[src/hw/rtl/literal_stream_substitute_assert.svh]
// Assertion macros shared by the literal stream substitute modules.
`ifndef LITERAL_STREAM_SUBSTITUTE_ASSERT_SVH
`define LITERAL_STREAM_SUBSTITUTE_ASSERT_SVH

`ifndef SYNTHESIS
`define LSS_ASSERT(label, clk, rst, prop) \
  label: assert property (@(posedge clk) disable iff (rst) prop) \
    else $error("literal_stream_substitute: assertion failed");
`define LSS_ASSERT_NEVER(label, clk, rst, cond) \
  label: assert property (@(posedge clk) disable iff (rst) !(cond)) \
    else $error("literal_stream_substitute: forbidden condition seen");
`else
`define LSS_ASSERT(label, clk, rst, prop)
`define LSS_ASSERT_NEVER(label, clk, rst, cond)
`endif

`endif

[src/hw/rtl/lss_pkg.sv]
// Types and constants shared by the literal stream substitute modules.
`default_nettype none

package lss_pkg;

  localparam int REPL_MAX    = 8;
  localparam int CNT_W       = 4;
  localparam int COUNT_W     = 16;
  localparam int QUEUE_DEPTH = 2;
  localparam int QPTR_W      = $clog2(QUEUE_DEPTH);
  localparam int QCNT_W      = $clog2(QUEUE_DEPTH + 1);
  localparam int ADDR_W      = 6;
  localparam int DATA_W      = 64;

  localparam logic [COUNT_W-1:0] COUNT_MAX = 16'hFFFF;

  typedef enum logic [2:0] {
    REG_PLEN   = 3'd0,
    REG_PBYTES = 3'd1,
    REG_RLEN   = 3'd2,
    REG_RBYTES = 3'd3,
    REG_LIMIT  = 3'd4
  } reg_idx_t;

  typedef struct packed {
    logic [3:0]         plen;
    logic [63:0]        pbytes;
    logic [3:0]         rlen;
    logic [63:0]        rbytes;
    logic [COUNT_W-1:0] limit;
    logic               plen_wr;
  } cfg_t;

  typedef struct packed {
    logic [63:0]        data;
    logic [CNT_W-1:0]   cnt;
    logic               last;
    logic [COUNT_W-1:0] count;
  } job_t;

endpackage

`default_nettype wire

[src/hw/rtl/lss_regs.sv]
// Configuration register file behind the APB-style port.
`default_nettype none

module lss_regs
  import lss_pkg::*;
(
  input  logic              clk,
  input  logic              rst,
  input  logic              psel,
  input  logic              penable,
  input  logic              pwrite,
  input  logic [ADDR_W-1:0] paddr,
  input  logic [DATA_W-1:0] pwdata,
  output logic [DATA_W-1:0] prdata,
  output logic              pready,
  output cfg_t              cfg
);

  logic [3:0]         plen;
  logic [63:0]        pbytes;
  logic [3:0]         rlen;
  logic [63:0]        rbytes;
  logic [COUNT_W-1:0] limit;
  logic               wr_en;
  reg_idx_t           idx;

  assign pready = 1'b1;
  assign wr_en  = psel & penable & pwrite;
  assign idx    = reg_idx_t'(paddr[ADDR_W-1:3]);

  always_ff @(posedge clk) begin
    if (rst) begin
      plen    <= 4'd1;
      pbytes  <= '0;
      rlen    <= '0;
      rbytes  <= '0;
      limit   <= COUNT_MAX;
    end else begin
      if (wr_en) begin
        case (idx)
          REG_PLEN:   plen   <= pwdata[3:0];
          REG_PBYTES: pbytes <= pwdata;
          REG_RLEN:   rlen   <= pwdata[3:0];
          REG_RBYTES: rbytes <= pwdata;
          REG_LIMIT:  limit  <= pwdata[COUNT_W-1:0];
          default: ;
        endcase
      end
    end
  end

  always_comb begin
    case (idx)
      REG_PLEN:   prdata = {60'd0, plen};
      REG_PBYTES: prdata = pbytes;
      REG_RLEN:   prdata = {60'd0, rlen};
      REG_RBYTES: prdata = rbytes;
      REG_LIMIT:  prdata = {{(DATA_W-COUNT_W){1'b0}}, limit};
      default:    prdata = '0;
    endcase
  end

  always_comb begin
    cfg.plen    = plen;
    cfg.pbytes  = pbytes;
    cfg.rlen    = rlen;
    cfg.rbytes  = rbytes;
    cfg.limit   = limit;
    cfg.plen_wr = wr_en & (idx == REG_PLEN);
  end

endmodule

`default_nettype wire

[src/hw/rtl/lss_fifo.sv]
// Short job queue between the front end and the back end.
`default_nettype none
`include "literal_stream_substitute_assert.svh"

module lss_fifo
  import lss_pkg::*;
(
  input  logic clk,
  input  logic rst,
  input  logic push,
  input  job_t wr_job,
  input  logic pop,
  output job_t head,
  output logic empty,
  output logic full
);

  job_t              q [QUEUE_DEPTH];
  logic [QPTR_W-1:0] wr_ptr;
  logic [QPTR_W-1:0] rd_ptr;
  logic [QCNT_W-1:0] count;

  assign empty = (count == '0);
  assign full  = (count == QCNT_W'(QUEUE_DEPTH));
  assign head  = q[rd_ptr];

  always_ff @(posedge clk) begin
    if (push) begin
      q[wr_ptr] <= wr_job;
    end
  end

  always_ff @(posedge clk) begin
    if (rst) begin
      wr_ptr <= '0;
      rd_ptr <= '0;
      count  <= '0;
    end else begin
      if (push) begin
        wr_ptr <= wr_ptr + 1'b1;
      end
      if (pop) begin
        rd_ptr <= rd_ptr + 1'b1;
      end
      if (push && !pop) begin
        count <= count + 1'b1;
      end else if (pop && !push) begin
        count <= count - 1'b1;
      end
    end
  end

  `LSS_ASSERT_NEVER(a_fifo_underflow, clk, rst, pop && empty)
  `LSS_ASSERT(a_fifo_bound, clk, rst, count <= QCNT_W'(QUEUE_DEPTH))

endmodule

`default_nettype wire

[src/hw/rtl/lss_front.sv]
// Front end: window update, pattern compare and job building for each input item.
`default_nettype none
`include "literal_stream_substitute_assert.svh"

module lss_front
  import lss_pkg::*;
#(
  parameter int PATTERN_MAX = 8
) (
  input  logic       clk,
  input  logic       rst,
  input  cfg_t       cfg,
  input  logic       in_valid,
  output logic       in_stall,
  input  logic [7:0] in_byte,
  input  logic       in_last,
  input  logic       full,
  output logic       push,
  output job_t       job
);

  localparam int FILL_W = $clog2(PATTERN_MAX + 1);

  logic [7:0]         win [PATTERN_MAX];
  logic [FILL_W-1:0]  fill;
  logic [COUNT_W-1:0] emitted;
  logic [COUNT_W-1:0] match_cnt;

  logic [7:0]         w   [PATTERN_MAX];
  logic [7:0]         wsh [PATTERN_MAX];
  logic [7:0]         win_next [PATTERN_MAX];
  logic [FILL_W-1:0]  fill_next;
  logic [FILL_W-1:0]  f0;
  logic [FILL_W-1:0]  f1;
  logic [3:0]         plen;
  logic [3:0]         rlen;
  logic               at_len;
  logic               hit;
  logic [CNT_W-1:0]   k;
  logic [63:0]        data;
  logic [63:0]        wdata;
  logic [COUNT_W-1:0] room;
  logic [CNT_W-1:0]   allowed;
  logic [COUNT_W-1:0] match_inc;
  logic               accept;

  assign in_stall = full;
  assign accept   = in_valid & ~full;
  assign push     = accept & ((allowed != '0) | in_last);

  always_comb begin
    plen = cfg.plen;
    if (plen == 4'd0) begin
      plen = 4'd1;
    end
    if (plen > 4'(PATTERN_MAX)) begin
      plen = 4'(PATTERN_MAX);
    end
    rlen = (cfg.rlen > 4'(REPL_MAX)) ? 4'(REPL_MAX) : cfg.rlen;

    f0 = (fill >= FILL_W'(PATTERN_MAX)) ? '0 : fill;
    f1 = f0 + 1'b1;
    at_len = (4'(f1) >= plen);

    wdata = '0;
    hit   = 1'b1;
    for (int i = 0; i < PATTERN_MAX; i++) begin
      w[i] = (FILL_W'(i) == f0) ? in_byte : win[i];
      wdata[8*i +: 8] = w[i];
      if ((4'(i) < plen) && (w[i] != cfg.pbytes[8*i +: 8])) begin
        hit = 1'b0;
      end
    end
    for (int i = 0; i < PATTERN_MAX; i++) begin
      wsh[i] = (i + 1 < PATTERN_MAX) ? w[(i + 1) % PATTERN_MAX] : w[i];
    end

    if (at_len && hit) begin
      data = cfg.rbytes;
      k    = rlen;
    end else if (at_len) begin
      data = wdata;
      k    = in_last ? CNT_W'(f1) : CNT_W'(1);
    end else begin
      data = wdata;
      k    = in_last ? CNT_W'(f1) : '0;
    end

    room    = (cfg.limit > emitted) ? (cfg.limit - emitted) : '0;
    allowed = ({{(COUNT_W-CNT_W){1'b0}}, k} > room) ? room[CNT_W-1:0] : k;

    match_inc = (at_len && hit && (match_cnt != COUNT_MAX)) ? (match_cnt + 1'b1) : match_cnt;

    if (in_last || (at_len && hit)) begin
      win_next  = w;
      fill_next = '0;
    end else if (at_len) begin
      win_next  = wsh;
      fill_next = f1 - 1'b1;
    end else begin
      win_next  = w;
      fill_next = f1;
    end

    job.data  = data;
    job.cnt   = allowed;
    job.last  = in_last;
    job.count = match_inc;
  end

  always_ff @(posedge clk) begin
    if (accept) begin
      win <= win_next;
    end
  end

  always_ff @(posedge clk) begin
    if (rst) begin
      fill      <= '0;
      emitted   <= '0;
      match_cnt <= '0;
    end else begin
      if (cfg.plen_wr) begin
        fill <= '0;
      end else if (accept) begin
        fill <= fill_next;
      end
      if (accept) begin
        emitted   <= in_last ? '0 : (emitted + COUNT_W'(allowed));
        match_cnt <= in_last ? '0 : match_inc;
      end
    end
  end

  `LSS_ASSERT(a_fill_below_max, clk, rst, fill < FILL_W'(PATTERN_MAX))
  `LSS_ASSERT(a_last_clears, clk, rst, accept && in_last |=> (fill == '0) && (match_cnt == '0))

endmodule

`default_nettype wire

[src/hw/rtl/lss_back.sv]
// Back end: walks queued jobs, one result item per cycle unless stalled.
`default_nettype none
`include "literal_stream_substitute_assert.svh"

module lss_back
  import lss_pkg::*;
(
  input  logic               clk,
  input  logic               rst,
  input  job_t               head,
  input  logic               empty,
  output logic               pop,
  output logic               out_valid,
  input  logic               out_stall,
  output logic [7:0]         out_byte,
  output logic               byte_valid,
  output logic               out_last,
  output logic [COUNT_W-1:0] replace_count
);

  logic [CNT_W-2:0] idx;
  logic             advance;
  logic             final_byte;

  assign advance    = ~empty & (~out_valid | ~out_stall);
  assign final_byte = (head.cnt == '0) || ({1'b0, idx} == (head.cnt - 1'b1));
  assign pop        = advance & final_byte;

  always_ff @(posedge clk) begin
    if (advance) begin
      out_byte      <= (head.cnt == '0) ? 8'd0 : head.data[8*idx +: 8];
      byte_valid    <= (head.cnt != '0);
      out_last      <= head.last & final_byte;
      replace_count <= (head.last & final_byte) ? head.count : '0;
    end
  end

  always_ff @(posedge clk) begin
    if (rst) begin
      out_valid <= 1'b0;
      idx       <= '0;
    end else begin
      if (advance) begin
        out_valid <= 1'b1;
        idx       <= final_byte ? '0 : (idx + 1'b1);
      end else if (!out_stall) begin
        out_valid <= 1'b0;
      end
    end
  end

  `LSS_ASSERT(a_bare_marker_is_last, clk, rst, out_valid && !byte_valid |-> out_last)
  `LSS_ASSERT(a_idx_in_job, clk, rst, !empty && (head.cnt != '0) |-> ({1'b0, idx} < head.cnt))

endmodule

`default_nettype wire

[src/hw/rtl/literal_stream_substitute.sv]
// Top level of the streaming literal find-and-replace block.
`default_nettype none

// The block replaces every leftmost, non-overlapping occurrence of a pattern of up to
// PATTERN_MAX bytes in the input stream with a replacement of 0 to 8 bytes, flushes the
// window on the item marked last and then reports the saturating replacement count on the
// final result item. A front end takes one input item per cycle while the queue is not
// full, updates the window and places a job holding up to eight output bytes into a
// two-entry queue; a back end presents one result item per cycle from that queue while
// out_stall is low. While the back end walks an item that yields several results, the
// input is stalled once the queue is full. The first result of an item is written into
// the queue and then registered at the back end's output. No clearing pass is needed
// after reset. Configuration is written through the APB-style port at byte address 8*i.

module literal_stream_substitute
  import lss_pkg::*;
#(
  parameter int PATTERN_MAX = 8
) (
  input  logic               clk,
  input  logic               rst,
  input  logic               psel,
  input  logic               penable,
  input  logic               pwrite,
  input  logic [ADDR_W-1:0]  paddr,
  input  logic [DATA_W-1:0]  pwdata,
  output logic [DATA_W-1:0]  prdata,
  output logic               pready,
  input  logic               in_valid,
  output logic               in_stall,
  input  logic [7:0]         in_byte,
  input  logic               in_last,
  output logic               out_valid,
  input  logic               out_stall,
  output logic [7:0]         out_byte,
  output logic               byte_valid,
  output logic               out_last,
  output logic [COUNT_W-1:0] replace_count
);

  cfg_t cfg;
  job_t wr_job;
  job_t head;
  logic push;
  logic pop;
  logic empty;
  logic full;

  lss_regs u_regs (
    .clk     (clk),
    .rst     (rst),
    .psel    (psel),
    .penable (penable),
    .pwrite  (pwrite),
    .paddr   (paddr),
    .pwdata  (pwdata),
    .prdata  (prdata),
    .pready  (pready),
    .cfg     (cfg)
  );

  lss_front #(
    .PATTERN_MAX (PATTERN_MAX)
  ) u_front (
    .clk      (clk),
    .rst      (rst),
    .cfg      (cfg),
    .in_valid (in_valid),
    .in_stall (in_stall),
    .in_byte  (in_byte),
    .in_last  (in_last),
    .full     (full),
    .push     (push),
    .job      (wr_job)
  );

  lss_fifo u_fifo (
    .clk    (clk),
    .rst    (rst),
    .push   (push),
    .wr_job (wr_job),
    .pop    (pop),
    .head   (head),
    .empty  (empty),
    .full   (full)
  );

  lss_back u_back (
    .clk           (clk),
    .rst           (rst),
    .head          (head),
    .empty         (empty),
    .pop           (pop),
    .out_valid     (out_valid),
    .out_stall     (out_stall),
    .out_byte      (out_byte),
    .byte_valid    (byte_valid),
    .out_last      (out_last),
    .replace_count (replace_count)
  );

endmodule

`default_nettype wire
[config.mk]
export PLATFORM = sky130hd
export DESIGN_NAME = literal_stream_substitute
export DESIGN_NICKNAME = d
export VERILOG_FILES = /design/src/hw/rtl/lss_pkg.sv /design/src/hw/rtl/lss_regs.sv /design/src/hw/rtl/lss_fifo.sv /design/src/hw/rtl/lss_front.sv /design/src/hw/rtl/lss_back.sv /design/src/hw/rtl/literal_stream_substitute.sv
export VERILOG_INCLUDE_DIRS = /design/src /design/src/hw/rtl
export SDC_FILE = /design/constraint.sdc
export NUM_CORES = 1
export LEC_CHECK = 0
export BUFFER_PORTS_ARGS = -buffer_cell sky130_fd_sc_hd__buf_2
export CAP_MARGIN = 10
export CORE_MARGIN = 3
export CORE_UTILIZATION = 55
export DETAILED_ROUTE_END_ITERATION = 10
export HOLD_SLACK_MARGIN = 0.02
export PLACE_DENSITY = 0.7
export SLEW_MARGIN = 20
export SYNTH_ARGS = -nofsm -noshare
export SYNTH_HDL_FRONTEND = slang
export SYNTH_HIERARCHICAL = 1
export SYNTH_SLANG_ARGS = --single-unit
[constraint.sdc]
create_clock -name clk -period 14.6 [get_ports clk]
set_input_delay 1.46 -clock clk [delete_from_list [all_inputs] [get_ports clk]]
set_output_delay 1.46 -clock clk [all_outputs]
set_load 0.005 [all_outputs]
==> flow_summary.json, run 1 <==
{
  "routed_wl_um": 68000,
  "start_kind": "flop",
  "netlist_top_cells_area": "edfxtp_1 (32%), dfxtp_1 (16%), mux2i_1 (6.1%)",
  "worst-path-buf-inv": 5,
  "r2r.worst_path.cells": 26,
  "worstPathMaxFanout": 68,
  "clock_skew_ps": 23.0,
  "synth_largest_type_area_fraction_pct": 32.1,
  "final_max_slew_viol_count": 0,
  "via_count_of_the_first_global_routing_pass": 18200,
  "worst_path_largest_cell_delay_ps": 830,
  "setup-violations-final": 0,
  "grt_start_max_net_pins": 109,
  "worst_ir_drop_vdd_mv": 0.109,
  "min_path_cells": 2,
  "synth_most_common_cell": "edfxtp_1",
  "seq_area_um2": 11800,
  "yosysSeqAreaShare_pct": 48.3,
  "setup.worst_path.class": "flop to flop",
  "cts_hold_buffers": 0,
  "cts-htree-levels": 2,
  "antenna_violations_before_repair": 0,
  "die_x_um": 216,
  "clk-insertion-delay-late_ps": 590,
  "clk_root_buffer_cell": "clkbuf_16",
  "drcViolationCount": 0,
  "clockBufferDepth": 3,
  "cts_tree": "built",
  "totalNegativeSetupSlack_ps": 0,
  "slowest_stage": "buf_4",
  "routedWlPerCell_um": 22.3,
  "filler_cell_count": 3617,
  "hold_viol": 0,
  "synth-warning-count": 6,
  "rows": 76,
  "detail-route-antenna-nets": 0,
  "cp.required_ps": 14800,
  "netlist_instances": 2337,
  "reg2reg_slack_ps": 5310,
  "max-cap-violations": 0,
  "timing.final.crit_period_ps": 9290,
  "die-height_um": 216,
  "clock-sinks": 457,
  "syn-cell-area_um2": 24300,
  "synth_common_cells": "edfxtp_1 (260), nor2_1 (209), dfxtp_1 (197)",
  "detailed_place.area_um2": 25300,
  "finalNonFillerCells": 3046,
  "numCtsBuffers": 48,
  "grt_first_pass_wirelength_um": 105000,
  "finalCritPeriodShare_pct": 63.6,
  "grt_util_all_layers_pct": 28.5,
  "port_buffer_count": 174,
  "max_fclk_mhz": 108,
  "status": "finished clean",
  "gr-total-overflow": 0,
  "timing_worst_slew_pin_value_ps": 1110,
  "design_area_um2": 26900,
  "timing.critical_path.to_type": "flop",
  "r2r-start": "u_front/fill[3]$_SDFFE_PP0P_",
  "clkSlewWorstSetupHoldPaths_ps": 60,
  "cp.arrival_ps": 9500,
  "synth_nets": 2463,
  "drive_above_1_share_pct": 14.5,
  "number_of_iterations_in_the_first_detailed_routing_pass": 7,
  "routed-via-count": 18700,
  "detail_route.iter0.violations": 1994,
  "cts_repair_resize_count": 0,
  "synth_area_leader_cell": "edfxtp_1",
  "dpl.cell_count": 2957,
  "worstReg2RegEnd": "u_fifo/q[0][53]$_DFFE_PP_",
  "critical-path-top-cell-by-count": "inv_1",
  "finalWeightedCongestion": 0.906,
  "worst_hold_path_type": "flop to flop",
  "n_diodes": 0,
  "dp_worst_setup_slack_ps": 5250,
  "synth_seq_cells": 457,
  "synthesis.area_per_instance_um2": 10.4,
  "slew_headroom_pct": 25.9,
  "critical-path-top-delay-family": "simple AND/OR/NAND/NOR gates",
  "dp_hpwl_um": 45800,
  "postCtsSetupBuffers": 0,
  "cellLeakagePower_nw": 10.6,
  "fin_ws_ps": 5310,
  "fin_total_pwr_mw": 3.69,
  "initial_core_utilization_pct": 56.1,
  "area_taken_by_multi_input_logic_gates_um2": 11400,
  "synth.lib_cells_used.distinct": 91,
  "grt_setup_unrepaired": "no",
  "synth_top_flop_cell": "edfxtp_1",
  "nets": 2549,
  "top_level_ports": 179,
  "hold_start": "u_front/match_cnt[12]$_SDFFE_PP0P_",
  "synth_edf_count": 260,
  "total_power_per_unit_cell_area_nw_per_um2": 137,
  "worst_hold_path.endpoint": "u_front/match_cnt[12]$_SDFFE_PP0P_",
  "syn_to_final_growth_pct": 10.4,
  "coreArea_um2": 43400,
  "synthArstFlopShare_pct": 0,
  "fp.dieArea_um2": 46800,
  "post_drt_via_cell_ratio": 6.14
}
==> per-layer routing <==
| metal | track usage [%] | part of all wire, % | vias up |
|---|---|---|---|
| li1 | - | - | 8607 |
| met1 | 40.4 | 43 | 9090 |
| met2 | 44.0 | 45 | 859 |
| met3 | 6.25 | 9.6 | 146 |
| met4 | 8.58 | 2.9 | 0 |
| met5 | 0 | 0 | - |
==> worst max-delay path by stage <==
stage	slack, ps	to	cells after the start	from
after floorplan	4460	u_fifo/q[0][0]$_DFFE_PP_	24	in_byte[3]
after detailed placement	5250	u_fifo/q[0][53]$_DFFE_PP_	22	in_byte[5]
after global placement	5260	u_fifo/q[0][51]$_DFFE_PP_	22	in_byte[5]
after CTS	5340	u_fifo/q[0][53]$_DFFE_PP_	26	u_front/fill[3]$_SDFFE_PP0P_
final	5310	u_fifo/q[0][53]$_DFFE_PP_	26	u_front/fill[3]$_SDFFE_PP0P_
after global routing	4700	u_fifo/q[0][53]$_DFFE_PP_	26	u_front/fill[3]$_SDFFE_PP0P_
==> stage by stage <==
step                hold WS [ps]  utilization, %
CTS                          488            61.9
global placement             474            58.3
global route                 502            62.0
detailed placement           478            58.3
finish                       491            62.0
floorplan                    453               -
==> logic make-up (layout without fill, tap and decap cells) <==
family | count (synthesis) | in the layout | synth area share, %
AO/OA/AOI/OAI | 533 | 533 | 13.8
XOR/XNOR | 99 | 99 | 3.62
adder cells (fa/ha/maj) | 40 | 40 | 2.12
buffers and inverters | 238 | 362 | 4.89
flip-flops | 457 | 457 | 48.3
multiplexers | 260 | 260 | 12.1
other | 1 | 1 | 0.0154
AND/OR/NAND/NOR | 709 | 709 | 15.2
==> layout make-up <==
| class | instances | area share, % |
|---|---|---|
| sequential | 457 | 43.7 |
| timing repair buffer | 195 | 3.88 |
| inverter | 79 | 1.10 |
| multi-input combinational | 1642 | 42.6 |
| clock inverter | 26 | 1.16 |
| clock buffer | 62 | 4.78 |
| tap | 585 | 2.72 |
==> flip-flops by register name, summed over array words and instances, names as in the netlist, 4 cells and up, named ones only <==
| signal | flops |
|---|---|
| u_regs/pbytes | 64 |
| u_front/win | 64 |
| u_regs/limit | 16 |
| u_back/replace_count | 16 |
| u_fifo/q | 170 |
| u_regs/rlen | 4 |
| u_regs/plen | 4 |
| u_front/emitted | 16 |
| u_front/fill | 4 |
| u_regs/rbytes | 64 |
| u_front/match_cnt | 16 |
| u_back/out_byte | 8 |
==> worst reg2reg max path, stage by stage (launching register included) <==
cell and delay [ps]:
dfxtp_1 370, inv_1 160, nand2_1 140, inv_1 190, ha_1 270, ha_1 670, mux2i_1 360, xnor2_1 110
nor4_1 400, a21oi_1 240, nor4_1 280, nand4_1 210, or4_4 800, mux2i_1 340, inv_1 70, ha_1 190
inv_1 50, a21oi_1 50, o21ai_0 140, o21ai_0 210, a2111oi_0 290, or4b_2 600, nand3b_1 330, o21ai_0 650
o31a_1 380, nor2b_4 530, buf_4 830
==> report_power, final <==
part	total (mW)	internal, mW	leakage, nW	switching [mW]
registers	1.72	1.61	4.07	0.101
clock network	1.26	0.745	0.766	0.514
logic	0.711	0.282	5.73	0.429
total	3.69	2.64	10.6	1.04
==> placed cells by master (no fill, tap or decap), types with 20 or more instances in the layout <==
| master | n |
|---|---|
| edfxtp_1 | 260 |
| buf_4 | 20 |
| mux2_2 | 43 |
| nor2_1 | 209 |
| nand3_1 | 22 |
| a22o_1 | 50 |
| nor2b_1 | 75 |
| o21ai_0 | 145 |
| dfxtp_1 | 196 |
| xor2_1 | 43 |
| nand2_1 | 118 |
| xnor2_1 | 55 |
| a21oi_1 | 145 |
| inv_1 | 77 |
| mux2_1 | 50 |
| and2_1 | 26 |
| ha_1 | 38 |
| clkbuf_16 | 49 |
| nand2b_1 | 149 |
| mux2i_1 | 149 |
| buf_2 | 173 |
| a22oi_1 | 61 |
Power figures use the tool's default switching activity.
==> run 2: changes to the inputs <==
--- a/config.mk
+++ b/config.mk
@@ -12,7 +12,7 @@
 export CORE_UTILIZATION = 55
 export DETAILED_ROUTE_END_ITERATION = 10
 export HOLD_SLACK_MARGIN = 0.02
-export PLACE_DENSITY = 0.7
+export PLACE_DENSITY = 0.73
 export SLEW_MARGIN = 20
 export SYNTH_ARGS = -nofsm -noshare
 export SYNTH_HDL_FRONTEND = slang
==> constraint.sdc (replaced) <==
create_clock -name clk -period 8.47 [get_ports clk]
set_input_delay 0.847 -clock clk [delete_from_list [all_inputs] [get_ports clk]]
set_output_delay 0.847 -clock clk [all_outputs]
set_load 0.005 [all_outputs]
==> flow_summary.json, run 2 (same netlist as run 1, synthesis figures left out) <==
{
  "die_x_um": 216,
  "grt_first_pass_wirelength_um": 105000,
  "worst_hold_path_type": "flop to flop",
  "r2r-start": "u_front/fill[3]$_SDFFE_PP0P_",
  "die-height_um": 216,
  "clock_skew_ps": 18.3,
  "coreArea_um2": 43400,
  "syn_to_final_growth_pct": 11.3,
  "final_max_slew_viol_count": 0,
  "initial_core_utilization_pct": 56.1,
  "fin_ws_ps": 597,
  "worst_hold_path.endpoint": "u_regs/rbytes[22]$_SDFFE_PP0P_",
  "slew_headroom_pct": 21.3,
  "totalNegativeSetupSlack_ps": 0,
  "start_kind": "flop",
  "detail-route-antenna-nets": 0,
  "largest_reg_flops": 170,
  "dp_hpwl_um": 46000,
  "finalNonFillerCells": 3060,
  "cts_hold_buffers": 0,
  "status": "finished clean",
  "gr-total-overflow": 0,
  "nets": 2561,
  "hold_viol": 0,
  "clk_root_buffer_cell": "clkbuf_16",
  "min_path_cells": 2,
  "clockBufferDepth": 3,
  "cts_tree": "built",
  "dp_worst_setup_slack_ps": 296,
  "critical-path-top-cell-by-count": "inv_1",
  "finalCritPeriodShare_pct": 93.0,
  "via_count_of_the_first_global_routing_pass": 18400,
  "max-cap-violations": 0,
  "hold_start": "u_regs/rbytes[22]$_SDFFE_PP0P_",
  "n_diodes": 0,
  "r2r.worst_path.cells": 33,
  "worst_path_largest_cell_delay_ps": 610,
  "total_power_per_unit_cell_area_nw_per_um2": 237,
  "reg2reg_slack_ps": 600,
  "top_level_ports": 179,
  "routed-via-count": 19000,
  "cellLeakagePower_nw": 10.7,
  "number_of_iterations_in_the_first_detailed_routing_pass": 8,
  "timing.critical_path.to_type": "flop",
  "clock-sinks": 457,
  "numCtsBuffers": 48,
  "worstPathMaxFanout": 12,
  "cts-htree-levels": 2,
  "fp.dieArea_um2": 46800,
  "worstReg2RegEnd": "u_front/emitted[11]$_SDFFE_PP0P_",
  "clk-insertion-delay-late_ps": 600,
  "drcViolationCount": 0,
  "clkSlewWorstSetupHoldPaths_ps": 60,
  "post_drt_via_cell_ratio": 6.20,
  "drive_above_1_share_pct": 15.5,
  "port_buffer_count": 174,
  "registers.top_by_ff_count": "u_fifo/q",
  "mostFrequentLayoutCell": "edfxtp_1",
  "dpl.cell_count": 2966,
  "cp.arrival_ps": 8330,
  "grt_setup_unrepaired": "no",
  "timing_worst_slew_pin_value_ps": 1180,
  "worst_ir_drop_vdd_mv": 0.160,
  "timing.final.crit_period_ps": 7870,
  "grt_util_all_layers_pct": 28.4,
  "slowest_stage": "or4b_2",
  "routed_wl_um": 68100,
  "max_fclk_mhz": 127,
  "detail_route.iter0.violations": 2318,
  "setup-violations-final": 0,
  "rows": 76,
  "antenna_violations_before_repair": 3,
  "routedWlPerCell_um": 22.2,
  "layout_common_cells": "edfxtp_1 (260), nor2_1 (209), dfxtp_1 (196)",
  "cp.required_ps": 8930,
  "setup.worst_path.class": "flop to flop",
  "grt_start_max_net_pins": 112,
  "finalWeightedCongestion": 0.918
}
[run 2: area by class of cell]
class,count,area [um2]
well taps,585,732
fillers,3600,16300
repair buffers,207,1180
multi-input cells,1642,11500
clock buffers,65,1360
inverters,79,297
clock inverters,25,305
flip-flops and latches,457,11800
[run 2: power by group]
| group | internal (mW) | switching, mW | total, mW |
|---|---|---|---|
| clock network | 1.31 | 0.900 | 2.21 |
| registers | 2.78 | 0.167 | 2.95 |
| logic | 0.504 | 0.764 | 1.27 |
| total | 4.60 | 1.83 | 6.43 |
[run 2: what timing repair did]
| item | 4_1_cts | 5_1_grt |
|---|---|---|
| setup buffers | 0 | 4 |
| resized for setup | 0 | 4 |
| endpoints found under the setup margin | 0 | 125 |
[run 2: metrics by stage]
step / power (mW) / hold slack (ps) / area, um2 / utilization, %
6_report: 6.43 / 496 / 27100 / 62.5
3_3_place_gp: 4.19 / 469 / 25400 / 58.5
5_1_grt: 6.67 / 515 / 27100 / 62.5
2_1_floorplan: 3.79 / 453 / 24300 / -
3_5_place_dp: 4.23 / 487 / 25400 / 58.5
4_1_cts: 6.44 / 497 / 27000 / 62.3
[run 2: worst max-delay path: cells and delay by family, from the launching register on]
family | cells | cell delay (ps)
mux | 2 | 550
flops | 1 | 360
simple gates | 10 | 2940
compound gates | 10 | 1930
xor+xnor | 2 | 290
buf+inv | 5 | 570
fa+ha+maj | 4 | 1110
[run 2: how the worst max path moves through the flow]
stage	start	to	depth (start not counted)
3_3_place_gp	u_front/fill[3]$_SDFFE_PP0P_	u_front/emitted[11]$_SDFFE_PP0P_	33
2_1_floorplan	u_front/fill[3]$_SDFFE_PP0P_	u_fifo/q[0][0]$_DFFE_PP_	28
5_1_grt	u_front/fill[3]$_SDFFE_PP0P_	u_front/emitted[10]$_SDFFE_PP0P_	33
4_1_cts	u_front/fill[3]$_SDFFE_PP0P_	u_front/emitted[11]$_SDFFE_PP0P_	33
3_5_place_dp	u_front/fill[3]$_SDFFE_PP0P_	u_front/emitted[11]$_SDFFE_PP0P_	33
6_report	u_front/fill[3]$_SDFFE_PP0P_	u_front/emitted[11]$_SDFFE_PP0P_	33
[run 2: per-layer routing]
| metal | GRT usage, % | up-vias | wire [um] |
|---|---|---|---|
| li1 | - | 8624 | - |
| met1 | 40.3 | 9161 | 28000 |
| met2 | 45.3 | 1009 | 31300 |
| met3 | 4.67 | 163 | 6700 |
| met4 | 8.14 | 2 | 2040 |
| met5 | 0 | - | 13 |
==> run 3: changes to the inputs <==
--- a/config.mk
+++ b/config.mk
@@ -6,6 +6,7 @@
 export SDC_FILE = /design/constraint.sdc
 export NUM_CORES = 1
 export LEC_CHECK = 0
+export ABC_AREA = 0
 export BUFFER_PORTS_ARGS = -buffer_cell sky130_fd_sc_hd__buf_2
 export CAP_MARGIN = 10
 export CORE_MARGIN = 3
==> constraint.sdc (replaced) <==
create_clock -name clk -period 8.47 [get_ports clk]
set_input_delay 0.4235 -clock clk [delete_from_list [all_inputs] [get_ports clk]]
set_output_delay 0.4235 -clock clk [all_outputs]
set_load 0.005 [all_outputs]
==> flow_summary.json, run 3 (same netlist as run 1, synthesis figures left out) <==
{
  "port_buffer_count": 174,
  "cts_hold_buffers": 0,
  "worst_hold_path_type": "primary input to flop",
  "clkPwrFrac_pct": 32.8,
  "mostFrequentLayoutCell": "edfxtp_1",
  "finalWeightedCongestion": 0.944,
  "nets": 2560,
  "cts-htree-levels": 2,
  "dpl.cell_count": 2965,
  "initial_core_utilization_pct": 56.1,
  "syn_to_final_growth_pct": 10.8,
  "timing.final.crit_period_ps": 7940,
  "coreArea_um2": 43400,
  "clkSlewWorstSetupHoldPaths_ps": 70,
  "routed_wl_um": 68200,
  "clockBufferDepth": 3,
  "setup.worst_path.class": "flop to flop",
  "detailed_place.area_um2": 25400,
  "dp_worst_setup_slack_ps": 472,
  "largest_reg_flops": 170,
  "cts_tree": "built",
  "top_level_ports": 179,
  "final_max_slew_viol_count": 0,
  "status": "finished clean",
  "hold_viol": 0,
  "cellLeakagePower_nw": 10.6,
  "registers.top_by_ff_count": "u_fifo/q",
  "grt_setup_unrepaired": "no",
  "detail-route-antenna-nets": 0,
  "drcViolationCount": 0,
  "grt_start_max_net_pins": 107,
  "clk-insertion-delay-late_ps": 590,
  "totalNegativeSetupSlack_ps": 0,
  "cp.required_ps": 8920,
  "setup-violations-final": 0,
  "max-cap-violations": 0,
  "routedWlPerCell_um": 22.3,
  "grt_first_pass_wirelength_um": 104000,
  "r2r.worst_path.cells": 33,
  "drive_above_1_share_pct": 15.1,
  "worstReg2RegEnd": "u_front/emitted[11]$_SDFFE_PP0P_",
  "r2r-start": "u_front/fill[3]$_SDFFE_PP0P_",
  "worst_ir_drop_vdd_mv": 0.171,
  "start_kind": "flop",
  "max_fclk_mhz": 126,
  "finalCritPeriodShare_pct": 93.7,
  "fin_total_pwr_mw": 6.26,
  "combinationalPowerShare_pct": 20.3,
  "die_x_um": 216,
  "cp.arrival_ps": 8390,
  "cell_internal_power_mw": 4.45,
  "die-height_um": 216,
  "fp.dieArea_um2": 46800,
  "number_of_iterations_in_the_first_detailed_routing_pass": 6,
  "finalHoldWorstSlack_ps": 109,
  "cp-endpoint": "u_front/emitted[11]$_SDFFE_PP0P_",
  "layout.core_utilization_pct": 62.2,
  "timing_worst_slew_pin_value_ps": 1120,
  "dp_hpwl_um": 46400,
  "timing.critical_path.to_type": "flop",
  "post_drt_via_cell_ratio": 6.17,
  "total_power_per_unit_cell_area_nw_per_um2": 232,
  "power_switching_share_pct": 29.0,
  "design_area_um2": 27000,
  "via_count_of_the_first_global_routing_pass": 18300,
  "slowest_stage": "or4b_2",
  "finalNonFillerCells": 3059,
  "clock-sinks": 457,
  "reg2reg_slack_ps": 530,
  "critical-path-top-cell-by-count": "inv_1",
  "worst_path_largest_cell_delay_ps": 610,
  "slew_headroom_pct": 24.9,
  "clk_root_buffer_cell": "clkbuf_16",
  "p_sw_mw": 1.81,
  "grt_util_all_layers_pct": 28.4,
  "antenna_violations_before_repair": 4,
  "clock_skew_ps": 22.7,
  "critPathLaunch": "u_front/fill[3]$_SDFFE_PP0P_",
  "layout_common_cells": "edfxtp_1 (260), nor2_1 (209), dfxtp_1 (196)",
  "routed-via-count": 18900,
  "fin_ws_ps": 530,
  "numCtsBuffers": 47,
  "seq_power_share_pct": 47.0,
  "worstPathMaxFanout": 12,
  "gr-total-overflow": 0,
  "rows": 76,
  "detail_route.iter0.violations": 2172
}
run 3: how the worst min path moves through the flow:
stage	from	endpoint	slack, ps	depth (start not counted)
finish	pwdata[42]	u_regs/rbytes[42]$_SDFFE_PP0P_	110	3
global route	pwdata[1]	u_regs/limit[1]$_SDFFE_PP1P_	110	3
CTS	pwdata[1]	u_regs/limit[1]$_SDFFE_PP1P_	80	3
detailed placement	u_front/fill[1]$_SDFFE_PP0P_	u_front/fill[1]$_SDFFE_PP0P_	480	1
global placement	u_front/match_cnt[12]$_SDFFE_PP0P_	u_front/match_cnt[12]$_SDFFE_PP0P_	470	2
floorplan	u_front/emitted[0]$_SDFFE_PP0P_	u_front/emitted[0]$_SDFFE_PP0P_	450	2
run 3: cell type report:
cell class / count / area (um2)
Tap cell: 585 / 732
Clock buffer: 63 / 1290
Antenna cell: 1 / 2.50
Sequential cell: 457 / 11800
Inverter: 79 / 297
Fill cell: 3538 / 16400
Timing Repair Buffer: 207 / 1200
Multi-Input combinational cell: 1642 / 11500
Clock inverter: 25 / 228
run 3: timing repair:
item | in CTS | in global routing
gates resized for setup | 0 | 2
setup buffers | 0 | 5
setup endpoints to repair | 0 | 81
run 3: metal layers:
metal  vias up  GRT usage [%]  wire length [um]
li1       8626              -                 -
met1      9110           38.9             27700
met2       952           44.7             31100
met3       175           5.47              6750
met4         4           11.2              2510
met5         -              0                27
run 3: worst max-delay path: cells and delay by family, from the launching register on:
kind                       cells  cell delay, ps
AOI/OAI and AO/OA             10            1980
xor gates and xnor gates       2             280
adders and majority gates      4            1110
buffers and inverters          5             630
DFF                            1             360
muxes                          2             570
and+or+nand+nor               10            2860
run 3: power by group through the flow:
stage	registers, mW	logic, mW	clock network, mW
3_5_place_dp	2.98	1.26	0
6_report	2.94	1.27	2.05
2_1_floorplan	2.94	0.848	0
4_1_cts	2.94	1.26	2.08
3_3_place_gp	2.97	1.23	0
5_1_grt	2.97	1.36	2.17
